$ cat config.mk
export PLATFORM = sky130hd
export DESIGN_NAME = tpg_cordic_cell
export DESIGN_NICKNAME = d
export VERILOG_FILES = /design/src/hw/rtl/tpg_pkg.sv /design/src/hw/rtl/tpg_cordic_cell.sv
export SDC_FILE = /design/constraint.sdc
export NUM_CORES = 1
export LEC_CHECK = 0
export BUFFER_PORTS_ARGS = -buffer_cell sky130_fd_sc_hd__buf_2
export CAP_MARGIN = 20
export CORE_MARGIN = 5
export CORE_UTILIZATION = 56
export DETAILED_ROUTE_END_ITERATION = 12
export MAX_ROUTING_LAYER = met4
export PLACE_DENSITY = 0.79
export SLEW_MARGIN = 10
export SYNTH_ARGS = -nofsm -noshare
export SYNTH_HDL_FRONTEND = slang
export SYNTH_SLANG_ARGS = --single-unit
$ cat constraint.sdc
create_clock -name clk_i -period 0.8 [get_ports clk_i]
set_input_delay 0 -clock clk_i [delete_from_list [all_inputs] [get_ports clk_i]]
set_output_delay 0 -clock clk_i [all_outputs]
set_load 0.03 [all_outputs]
$ cat src/hw/rtl/tpg_pkg.sv
// ----------------------------------------------------------------------------
// Torus point generator package
// Shared types, widths and constants for the torus point generator.
// ----------------------------------------------------------------------------
package tpg_pkg;

  localparam int unsigned CfgIdxWidth = 2;
  localparam int unsigned CfgDataWidth = 16;
  localparam int unsigned StepWidth = 16;
  localparam int unsigned RadiusWidth = 14;
  localparam int unsigned CenterWidth = 16;

  // CORDIC datapath: Q2.30 values and 32-bit turn fractions, with guard bits.
  localparam int unsigned CordicWidth = 34;
  localparam int unsigned CordicSteps = 16;
  localparam int unsigned TrigWidth = 17;

  localparam logic signed [CordicWidth-1:0] CordicGain = 34'sd652032874;

  localparam logic signed [CordicWidth-1:0] AtanTurn32 [CordicSteps] = '{
    34'sd536870912, 34'sd316933406, 34'sd167458907, 34'sd85004756,
    34'sd42667331,  34'sd21354465,  34'sd10680862,  34'sd5340245,
    34'sd2670163,   34'sd1335086,   34'sd667544,    34'sd333772,
    34'sd166886,    34'sd83443,     34'sd41721,     34'sd20860
  };

  typedef enum logic [CfgIdxWidth-1:0] {
    RegAngleStep = 2'd0,
    RegRadius    = 2'd1,
    RegCenterX   = 2'd2,
    RegCenterY   = 2'd3
  } tpg_reg_e;

  // One rotation lane travelling through the cell chain.
  typedef struct packed {
    logic signed [CordicWidth-1:0] x;
    logic signed [CordicWidth-1:0] y;
    logic signed [CordicWidth-1:0] z;
    logic                          neg;
  } tpg_lane_t;

  // Configuration values seen by the arithmetic back end.
  typedef struct packed {
    logic [RadiusWidth-1:0]        radius;
    logic signed [CenterWidth-1:0] origin_x;
    logic signed [CenterWidth-1:0] origin_y;
  } tpg_geom_t;

endpackage

$ cat src/hw/rtl/tpg_cordic_cell.sv
// ----------------------------------------------------------------------------
// CORDIC cell
// One rotation step for both angle lanes, registered toward the next cell.
// ----------------------------------------------------------------------------
module tpg_cordic_cell #(
  parameter int unsigned Shift = 0
) (
  input  logic              clk_i,
  input  logic              rst_ni,
  input  logic              en_i,
  input  logic              valid_i,
  input  tpg_pkg::tpg_lane_t a_i,
  input  tpg_pkg::tpg_lane_t b_i,
  output logic              valid_o,
  output tpg_pkg::tpg_lane_t a_o,
  output tpg_pkg::tpg_lane_t b_o
);

  localparam logic signed [tpg_pkg::CordicWidth-1:0] Atan = tpg_pkg::AtanTurn32[Shift];

  function automatic tpg_pkg::tpg_lane_t rotate(input tpg_pkg::tpg_lane_t l);
    tpg_pkg::tpg_lane_t r;
    r = l;
    if (!l.z[tpg_pkg::CordicWidth-1]) begin
      r.x = l.x - (l.y >>> Shift);
      r.y = l.y + (l.x >>> Shift);
      r.z = l.z - Atan;
    end else begin
      r.x = l.x + (l.y >>> Shift);
      r.y = l.y - (l.x >>> Shift);
      r.z = l.z + Atan;
    end
    return r;
  endfunction

  tpg_pkg::tpg_lane_t a_d, b_d, a_q, b_q;
  logic valid_q;

  assign a_d = rotate(a_i);
  assign b_d = rotate(b_i);

  always_ff @(posedge clk_i or negedge rst_ni) begin
    if (!rst_ni) begin
      valid_q <= 1'b0;
    end else if (en_i) begin
      valid_q <= valid_i;
    end
  end

  always_ff @(posedge clk_i) begin
    if (en_i) begin
      a_q <= a_d;
      b_q <= b_d;
    end
  end

  assign valid_o = valid_q;
  assign a_o = a_q;
  assign b_o = b_q;

endmodule

==> results_dict.tcl, run 1 <==
set metrics [dict create \
    async_flop_share_pct 0.488 \
    io_pins 417 \
    place.gp.congestion 1.05 \
    start_util_pct 57.0 \
    cts_resized 855 \
    netlist_area_mm2 0.0181 \
    synth_warnings 0 \
    htree_levels 1 \
    synthFlopType "edfxtp_1" \
    dp_slack_ns -2.07 \
    cts_buffers 23 \
    placed_cell_area_mm2 0.0267 \
    cts_num_sinks 205 \
    synth-seq-area-share_pct 34.0 \
    syn_nets 2460 \
    cts_hold_buf 71 \
    row_count 65 \
    numPlacedInstances 3426 \
    die_w_um 190 \
    io_buffers 416 \
    cts-root-buf "clkbuf_16" \
    status "aborted with a tool error" \
    dp_hpwl_mm 60.8 \
    yosys_register_bits 205 \
    synthCells 2038 \
    cts_buffer_depth 3 \
    stop_stage "clock tree synthesis" \
    die_h_um 190 \
    first-error "[ERROR DPL-0038] Utilization greater than 100%, impossible to legalize" \
    post_cts_buffers 68 \
    syn_avg_cell_area_um2 8.87 \
    synth_edf_count 204 \
    synth_cell_types 85 \
]
cells in the mapped netlist, types with 7 or more instances:
cell        n  area [um^2]
nor4_1     17          106
fa_1        8          160
mux2i_1    27          270
xnor2_1   108          946
inv_1     203          762
a211oi_1   24          180
a211o_1    10         87.6
buf_2      19         95.1
a21boi_0    9         67.6
nor2_1    176          661
nand2_1    88          330
or2_2       7         43.8
xor2_1     21          184
o31ai_1    16          120
a21o_1     62          465
ha_1      204         2550
nor3_1     36          180
o211ai_1   20          150
clkbuf_1   59          221
o21ai_1     7         35.0
nand3_1    42          210
edfxtp_1  204         6130
o21ai_0   136          681
nand2b_1   18          113
a31oi_1    16          100
and3_1     13         81.3
o22ai_1     9         56.3
a21oi_1   226         1130
o21bai_1   37          278
o21a_1      9         67.6
or3_1      16          100
nor2b_1    23          144
nand4_1    20          125
buf_1      15         56.3
cells by family after synthesis:
group | synth area share, %
compound gates | 23.7
simple gates | 12.7
buf+inv | 6.64
fa+ha+maj | 15.0
flops | 34.0
xor+xnor | 6.25
mux | 1.68
metrics by stage:
step           setup TNS [ns]  utilization [%]
3_5_place_dp          -220.39             84.2
2_1_floorplan         -134.83                -
3_3_place_gp          -208.92             84.2
==> inputs of run 2 (changes only) <==
- CORE_UTILIZATION: 56 -> 40
- MAX_ROUTING_LAYER: met4 -> unset
- PLACE_DENSITY: 0.79 -> unset
- PLACE_DENSITY_LB_ADDON: unset -> 0.15
==> run 2 against run 1 <==
The flow now finishes, with violations (hold timing, setup timing). Synthesized cell count stayed put. Area after synthesis unchanged.
==> results_dict.tcl, run 2 <==
set metrics [dict create \
    synth_cell_types 85 \
    synth-simple-area-share_pct 12.7 \
    crit_arrival_ns 2.47 \
    finalSetupViolCount 337 \
    cp-start-kind "input port" \
    power.total_mw 52.8 \
    grt_pass1_wl_mm 118 \
    path_delay_family "compound AO/OA/AOI/OAI gates" \
    ir_drop_mv 1.65 \
    wirelength_mm 78.5 \
    path_clk_slew_ns 0.06 \
    power.switching_mw 19.9 \
    die_h_um 223 \
    drv_slew 0 \
    violations "hold timing, setup timing" \
    placed_cell_area_mm2 0.0270 \
    fin_nets 3634 \
    synth.area.mux_share_pct 1.68 \
    syn_avg_cell_area_um2 8.87 \
    grt_start_max_net_pins 58 \
    row_count 77 \
    async_flop_share_pct 0.488 \
    path_cells "buf_12 > inv_12 > ha_4 > nand2b_4 > a21oi_4 > o211ai_1 > a41oi_4 > a211o_1 > a31o_4 > a211oi_4 > buf_6 > o2bb2ai_4 > xnor2_1" \
    power_frac_clock_pct 21.8 \
    dp_hpwl_mm 59.8 \
    synth_edf_count 204 \
    track_usage_pct 29.6 \
    swShare_pct 37.7 \
    hp-class "in2reg" \
    core_mm2 0.0445 \
    layout_setup_ws_ns -1.35 \
    finalHoldViolations 20 \
    io_pins 417 \
    cts_tree "yes" \
    synth_area_leader_cell "edfxtp_1" \
    final_cell_mix "672 x buf_4, 285 x buf_6, 204 x edfxtp_1" \
    leakage_nw 14.8 \
    antenna_left 0 \
    synth-seq-area-share_pct 34.0 \
    crit_type "in2reg" \
    dr.pass1.iters 7 \
    synthCells 2038 \
    start_util_pct 40.6 \
    worstSkewPairLatency_ns 0.58 \
    netlist_top_cells_count "226 x a21oi_1, 204 x edfxtp_1, 204 x ha_1" \
    drt_iter0_drc 1454 \
    synth_fa_ha_area_share_pct 15.0 \
    final_util_pct 74.3 \
    grt_util_met2_pct 50.2 \
    r2r_slack_ns 0.02 \
    required_ns 1.13 \
    fin_hold_ws_ns -0.150 \
    grtUsageMet1_pct 38.9 \
    yosysMostFrequentCell "a21oi_1" \
    fin_skew_ns 0 \
    synth_top_family_by_area "compound AO/OA/AOI/OAI gates" \
    gr-total-overflow 0 \
    grt-busiest-layer "met2" \
    hold_start "a_i[30]" \
    htree_levels 1 \
    place.gp.congestion 0.973 \
    yosys_register_bits 205 \
    syn_nets 2460 \
    routedWlPerCell_um 20.5 \
    power.density_mw_per_mm2 1600 \
    area_growth_syn_to_layout_pct 83.0 \
    avgViaCountPerCell 5.36 \
    antenna_found_initial 12 \
    crit_start "b_i[36]" \
    stdcell_area_mm2 0.0331 \
    io_buffers 416 \
    drive_gt1_share_pct 52.6 \
    netlist_top_cells_area "edfxtp_1 34%, ha_1 14%, a21oi_1 6.3%" \
    die_area_mm2 0.0495 \
    crit_fanout 3 \
    cts_buffer_depth 3 \
    slowest_delay_ns 0.43 \
    die_w_um 223 \
    r2r-start "valid_o" \
    maxCapViolCount 0 \
    synth_compound_area_share_pct 23.7 \
    cts_num_sinks 205 \
    final_common_cell "buf_4" \
    min_period_ns 2.15 \
    cts_buffers 26 \
    seq_power_share_pct 27.9 \
    cts-root-buf "clkbuf_16" \
    fin_crit_sh_pct 268 \
    synth-xor-area-share_pct 6.25 \
    synthFlopType "edfxtp_1" \
    status "complete, but fails checks" \
    p_int_mw 32.9 \
    critPathBufInv 3 \
    endpoint_kind "flip-flop" \
    slowest_stage "a211o_1" \
    synth_top_cell_area_share_pct 33.9 \
    slew_headroom_pct 57.2 \
    via_count 20500 \
    pwr-share-comb_pct 50.3 \
    timing.fmax_ghz 0.466 \
    use_met3_pct 6.15 \
    tightestPinTransition_ns 0.636 \
    post-route-drc-count 0 \
    netlist_area_mm2 0.0181 \
    synth_warnings 0 \
    grt_pass1_vias 20900 \
    rsz0062_at_grt "true" \
]
run 2: final timing paths:
path / end / depth (start not counted)
worst max-delay path: b_o[68] / 13
worst min-delay path: a_o[31] / 2
worst max register to register: valid_o / 1
worst min register to register: valid_o / 1
max in group asynchronous: valid_o / 3
min in group asynchronous: valid_o / 3
run 2: stage by stage:
step | std cells | worst slack, ns | setup TNS, ns
6_report | 3829 | -1.35 | -186.27
5_1_grt | 3826 | -1.43 | -201.32
4_1_cts | 3789 | -1.32 | -204.36
3_5_place_dp | 3629 | -2.11 | -223.71
3_3_place_gp | 3629 | -2.01 | -218.50
2_1_floorplan | 2038 | -1.61 | -134.83
run 2: logic make-up after synthesis:
group	count (synthesis)
buffers and inverters	309
muxes	30
xor gates and xnor gates	129
AOI/OAI and AO/OA	670
DFF	205
adders and majority gates	212
and+or+nand+nor	483
run 2: power groups by stage:
| stage | Combinational [mW] | Sequential, mW | Clock [mW] |
|---|---|---|---|
| floorplan | 8.66 | 17.6 | 0 |
| detailed placement | 20.8 | 14.5 | 0 |
| global placement | 20.7 | 14.5 | 0 |
| CTS | 24.9 | 14.7 | 11.8 |
| global route | 28.0 | 14.9 | 12.3 |
| finish | 26.6 | 14.8 | 11.5 |
run 2: layout make-up:
cell class,count,area [um^2]
Clock inverter,17,168
Multi-Input combinational cell,1524,14000
Inverter,212,942
Tap cell,592,741
Antenna cell,8,20.0
Sequential cell,205,6150
Timing Repair Buffer,1243,10400
Fill cell,3139,11400
Clock buffer,28,658
run 2: timing repair:
item / CTS / global route
endpoints found under the setup margin: 331 / 389
hold endpoints to repair: 128 / 7
pin swaps: 194 / 152
buffers inserted: 54 / 46
gates resized for setup: 759 / 207
hold buffers: 71 / 1
run 2: routing by layer:
metal	routed length (um)	vias up
li1	-	9713
met5	66	-
met4	2050	10
met2	37400	800
met3	6370	137
met1	32600	9857
(Power assumes the default switching activity.)
==> inputs of run 3 (changes only) <==
- CORE_MARGIN: 5 -> 2
- clock period: 0.8 -> 1.7 ns (I/O delays scaled with it)
==> run 3 against run 2 <==
The flow finishes with violations (setup timing). Final area shrank 6.0%. Clock power shrank 51%. Critical path depth grew 1. Final cell count shrank 0.31%. Critical endpoint unchanged. Largest power group unchanged.
==> results_dict.tcl, run 3 (same netlist as run 2, synthesis figures left out) <==
set metrics [dict create \
    rsz0062_at_grt "true" \
    io_pins 417 \
    place.gp.congestion 0.960 \
    power.total_mw 23.8 \
    finalHoldViolations 0 \
    core_mm2 0.0444 \
    ir_drop_mv 0.763 \
    power.switching_mw 9.17 \
    via_count 20500 \
    p_int_mw 14.6 \
    final_common_cell "buf_4" \
    wirelength_mm 78.2 \
    grt_start_max_net_pins 62 \
    drv_slew 0 \
    cp-start-kind "input port" \
    area_growth_syn_to_layout_pct 72.0 \
    numPlacedInstances 3611 \
    cts-root-buf "clkbuf_16" \
    maxCapViolCount 0 \
    timing.fmax_ghz 0.441 \
    status "complete, but fails checks" \
    cts_num_sinks 205 \
    fin_nets 3624 \
    post-route-drc-count 0 \
    antenna_left 0 \
    fin_crit_sh_pct 133 \
    fin_skew_ns 0 \
    dr.pass1.iters 5 \
    drt_iter0_drc 1531 \
    fin_hold_ws_ns 0.00494 \
    gr-total-overflow 0 \
    cts_buffer_depth 3 \
    required_ns 2.03 \
    leakage_nw 14.2 \
    holdPathStages 3 \
    avgViaCountPerCell 5.36 \
    swShare_pct 38.6 \
    crit_arrival_ns 2.60 \
    endpoint_kind "flip-flop" \
    start_util_pct 40.7 \
    track_usage_pct 31.6 \
    min_period_ns 2.27 \
    htree_levels 1 \
    worstSkewPairLatency_ns 0.57 \
    final_util_pct 70.0 \
    power.density_mw_per_mm2 765 \
    path_clk_slew_ns 0.06 \
    row_count 77 \
    finalSetupViolCount 96 \
    seq_power_share_pct 28.8 \
    routedWlPerCell_um 20.5 \
    crit_fanout 4 \
    antenna_found_initial 4 \
    die_w_um 217 \
    final_cell_mix "662 x buf_4, 392 x buf_2, 204 x edfxtp_1" \
    die_h_um 217 \
    dp_slack_ns -1.25 \
    tightestPinTransition_ns 0.693 \
    finalNonFillerCells 3817 \
    drive_gt1_share_pct 49.5 \
    slew_headroom_pct 53.4 \
    hp-class "in2reg" \
    dp_hpwl_mm 59.7 \
    power_frac_clock_pct 23.7 \
    layout_setup_ws_ns -0.568 \
    violations "setup timing" \
    grt_pass1_wl_mm 116 \
    die_area_mm2 0.0469 \
    cts_tree "yes" \
    cts_buffers 26 \
    pwr-share-comb_pct 47.5 \
    r2r_cells 2 \
    crit_type "in2reg" \
    grt_pass1_vias 20500 \
    io_buffers 416 \
]
run 3: changes by cell type in the layout (fill, tap and decap cells not counted), moves of 10 or more:
cell           delta
o21ai_0          +25
buf_6           -216
a21oi_2          -13
o21ai_2          -15
buf_2           +210
dlygate4sd3_1    +10
o21ai_1          -11
a21oi_1          +20
buf_4            -10
run 3: path summary, 6_finish.rpt:
check / from / end / slack (ns)
worst max register to register: valid_o / valid_o / 0.38
worst min register to register: valid_o / valid_o / 1.08
worst max-delay path: b_i[36] / b_o[68] / -0.57
worst min-delay path: a_i[32] / a_o[32] / 0.005
min in group asynchronous: rst_ni / valid_o / 0.28
max in group asynchronous: rst_ni / valid_o / 1.30
run 3: area by class of cell:
| cell class | instances | area (um^2) |
|---|---|---|
| multi-input combinational | 1524 | 13400 |
| fill | 3451 | 13300 |
| timing repair buffer | 1233 | 9020 |
| sequential | 205 | 6150 |
| inverter | 212 | 907 |
| tap | 592 | 741 |
| clock buffer | 31 | 669 |
| clock inverter | 17 | 179 |
| antenna | 3 | 7.51 |
run 3: power groups by stage:
| stage | Combinational (mW) | Clock (mW) | Sequential (mW) |
|---|---|---|---|
| 6_report | 11.3 | 5.64 | 6.84 |
| 5_1_grt | 12.0 | 5.91 | 6.88 |
| 4_1_cts | 10.6 | 5.69 | 6.82 |
| 3_5_place_dp | 9.68 | 0 | 6.91 |
| 3_3_place_gp | 9.62 | 0 | 6.91 |
| 2_1_floorplan | 3.97 | 0 | 8.28 |
run 3: per-layer routing:
layer  track usage, %  vias to the layer above  wire (um)
met1             41.3                     9861      33100
li1                 -                     9662          -
met4             12.1                        2       2740
met2             52.9                      800      37200
met5                0                        -         10
met3             4.67                      138       5160
run 3: what timing repair did:
| item | CTS | global route |
|---|---|---|
| endpoints found under the setup margin | 92 | 98 |
| gates resized for setup | 290 | 179 |
| endpoints found under the hold margin | 97 | 0 |
| pin swaps | 160 | 181 |
| setup buffers | 45 | 49 |
| hold buffers | 81 | 0 |
run 3: critical path, cell delays in order:
cell and delay (ns):
buf_8 0.08, buf_8 0.12, inv_12 0.03, ha_4 0.25, nand2b_4 0.12, a21oi_4 0.05
o211ai_1 0.33, a41oi_2 0.24, a211o_1 0.41, a31o_4 0.28, a211oi_4 0.33, buf_6 0.16
o2bb2ai_4 0.10, xnor2_1 0.07
run 3: per-stage QoR:
step	cell area, um^2	TNS, ns
4_1_cts	30000	-18.38
2_1_floorplan	19400	-27.61
3_5_place_dp	26700	-98.04
3_3_place_gp	26700	-95.99
5_1_grt	31100	-32.62
6_report	31100	-25.65
==> inputs of run 4 (changes only) <==
- ABC_AREA: unset -> 0
- CTS_BUF_LIST: unset -> sky130_fd_sc_hd__clkbuf_8
==> run 4 against run 3 <==
The flow still finishes with violations (setup timing). Routed wire length rose by 0.45%. Critical path depth did not move. Worst hold slack improved by 0.0026 ns. Non-clock buffer count rose by 10.
==> results_dict.tcl, run 4 (same netlist as run 2, synthesis figures left out) <==
set metrics [dict create \
    status "complete, but fails checks" \
    violations "setup timing" \
    dp_hpwl_mm 59.7 \
    maxCapViolCount 0 \
    final_cell_mix "668 x buf_4, 384 x buf_2, 204 x edfxtp_1" \
    dr.pass1.iters 6 \
    antenna_left 0 \
    die_h_um 217 \
    fin_crit_sh_pct 128 \
    cts_tree "yes" \
    die_w_um 217 \
    grt_start_max_net_pins 62 \
    power_frac_clock_pct 22.6 \
    worstSkewPairLatency_ns 0.60 \
    fin_tns_setup_ns -20.79 \
    path_clk_slew_ns 0.06 \
    nFillCells 3402 \
    slowest_stage "fa_2" \
    pwr-share-comb_pct 48.3 \
    routedWlPerCell_um 20.4 \
    cts_buffer_depth 3 \
    crit_arrival_ns 2.53 \
    cts_num_sinks 205 \
    rsz0062_at_grt "true" \
    die_area_mm2 0.0469 \
    numPlacedInstances 3611 \
    via_count 20700 \
    cts-root-buf "clkbuf_8" \
    min_period_ns 2.17 \
    power.density_mw_per_mm2 755 \
    start_util_pct 40.7 \
    swShare_pct 39.3 \
    tightestPinTransition_ns 0.661 \
    cts_buffers 39 \
    fin_skew_ns 0 \
    dp_slack_ns -1.25 \
    required_ns 2.06 \
    avgViaCountPerCell 5.39 \
    finalNonFillerCells 3852 \
    crit_fanout 3 \
    core_mm2 0.0444 \
    slowest_delay_ns 0.35 \
    drt_iter0_drc 1548 \
    fin_nets 3647 \
    seq_power_share_pct 29.1 \
    slew_headroom_pct 55.9 \
    htree_levels 2 \
    cp-start-kind "input port" \
    ir_drop_mv 0.591 \
    post-route-drc-count 0 \
    row_count 77 \
    layout_setup_ws_ns -0.473 \
    wirelength_mm 78.5 \
    track_usage_pct 31.9 \
    area_growth_syn_to_layout_pct 72.4 \
    critPathBufInv 3 \
    drive_gt1_share_pct 49.5 \
    gr-total-overflow 0 \
    path_cells "buf_12 > buf_12 > inv_12 > ha_4 > fa_2 > nand2b_4 > a21oi_4 > o41a_1 > o311a_1 > a211oi_2 > o31a_1 > o31a_1 > a31o_2 > xnor2_1" \
    path_delay_family "compound AO/OA/AOI/OAI gates" \
    final_common_cell "buf_4" \
    io_buffers 416 \
    grt_pass1_vias 20600 \
    grt_pass1_wl_mm 116 \
    finalHoldViolations 0 \
    finalSetupViolCount 85 \
    p_int_mw 14.3 \
    leakage_nw 14.3 \
    drv_slew 0 \
    place.gp.congestion 0.960 \
    power.switching_mw 9.23 \
    endpoint_kind "flip-flop" \
    crit_type "in2reg" \
    antenna_found_initial 7 \
    hp-class "in2reg" \
    io_pins 417 \
    timing.fmax_ghz 0.460 \
]
## run 4: changes by cell type in the layout (fill, tap and decap cells not counted), moves of 6 or more
cell | before | now
buf_2 | 392 | 384
clkbuf_16 | 26 | 0
buf_4 | 662 | 668
dlygate4sd3_1 | 81 | 87
buf_6 | 69 | 77
clkinv_1 | 7 | 13
clkbuf_8 | 1 | 40
## run 4: through the flow
step	hold slack, ns	instance area [um^2]	util (%)	total power, mW
floorplan	-0.296	19400	-	12.3
global placement	-0.225	26700	60.1	16.5
detailed placement	-0.221	26700	60.1	16.6
CTS	0.000413	29900	67.4	22.7
global route	0.0199	31200	70.1	24.5
finish	0.00750	31200	70.1	23.5
## run 4: per-layer routing
metal	global-route usage [%]	share of wire [%]	wire, um	up-vias
li1	-	-	-	9721
met1	41.0	42	33000	10000
met2	53.0	47	36900	843
met3	5.32	7.0	5530	155
met4	13.6	3.9	3080	2
met5	0	0.013	10	-
## run 4: worst register-to-register path, delay by kind of cell (launching register included)
family / cells / cell delay, ns
muxes: 1 / 0.27
buffers and inverters: 1 / 0.56
DFF: 1 / 0.39
## run 4: cell type report
class | instances | area (um^2) | area share (%)
multi-input cells | 1524 | 13400 | 43.0
repair buffers | 1243 | 9150 | 29.4
flip-flops and latches | 205 | 6150 | 19.7
inverters | 212 | 912 | 2.93
well taps | 592 | 741 | 2.38
clock buffers | 39 | 537 | 1.72
clock inverters | 30 | 258 | 0.827
diodes | 7 | 17.5 | 0.0562
## run 4: final timing paths
kind                       slack (ns)  startpoint      end  depth (start not counted)
min reg2reg                      1.10     valid_o  valid_o                          2
max reg2reg                      0.36     valid_o  valid_o                          2
max in group asynchronous        1.26      rst_ni  valid_o                          3
min                             0.008     a_i[72]  a_o[73]                          5
max                             -0.47     a_i[35]  a_o[65]                         14
min in group asynchronous        0.31      rst_ni  valid_o                          3
## run 4: what timing repair did
action / 4_1_cts / 5_1_grt
setup buffers: 44 / 52
resized for setup: 267 / 215
gates cloned: 0 / 0
setup endpoints to repair: 89 / 93
hold endpoints to repair: 104 / 0
pin swaps: 152 / 163
hold buffers: 87 / 0
## run 4: power by group through the flow
stage | Clock [mW] | Sequential, mW | Combinational, mW
2_1_floorplan | 0 | 8.28 | 3.97
3_3_place_gp | 0 | 6.91 | 9.62
6_report | 5.32 | 6.84 | 11.4
4_1_cts | 5.31 | 6.82 | 10.6
3_5_place_dp | 0 | 6.91 | 9.68
5_1_grt | 5.58 | 6.88 | 12.0
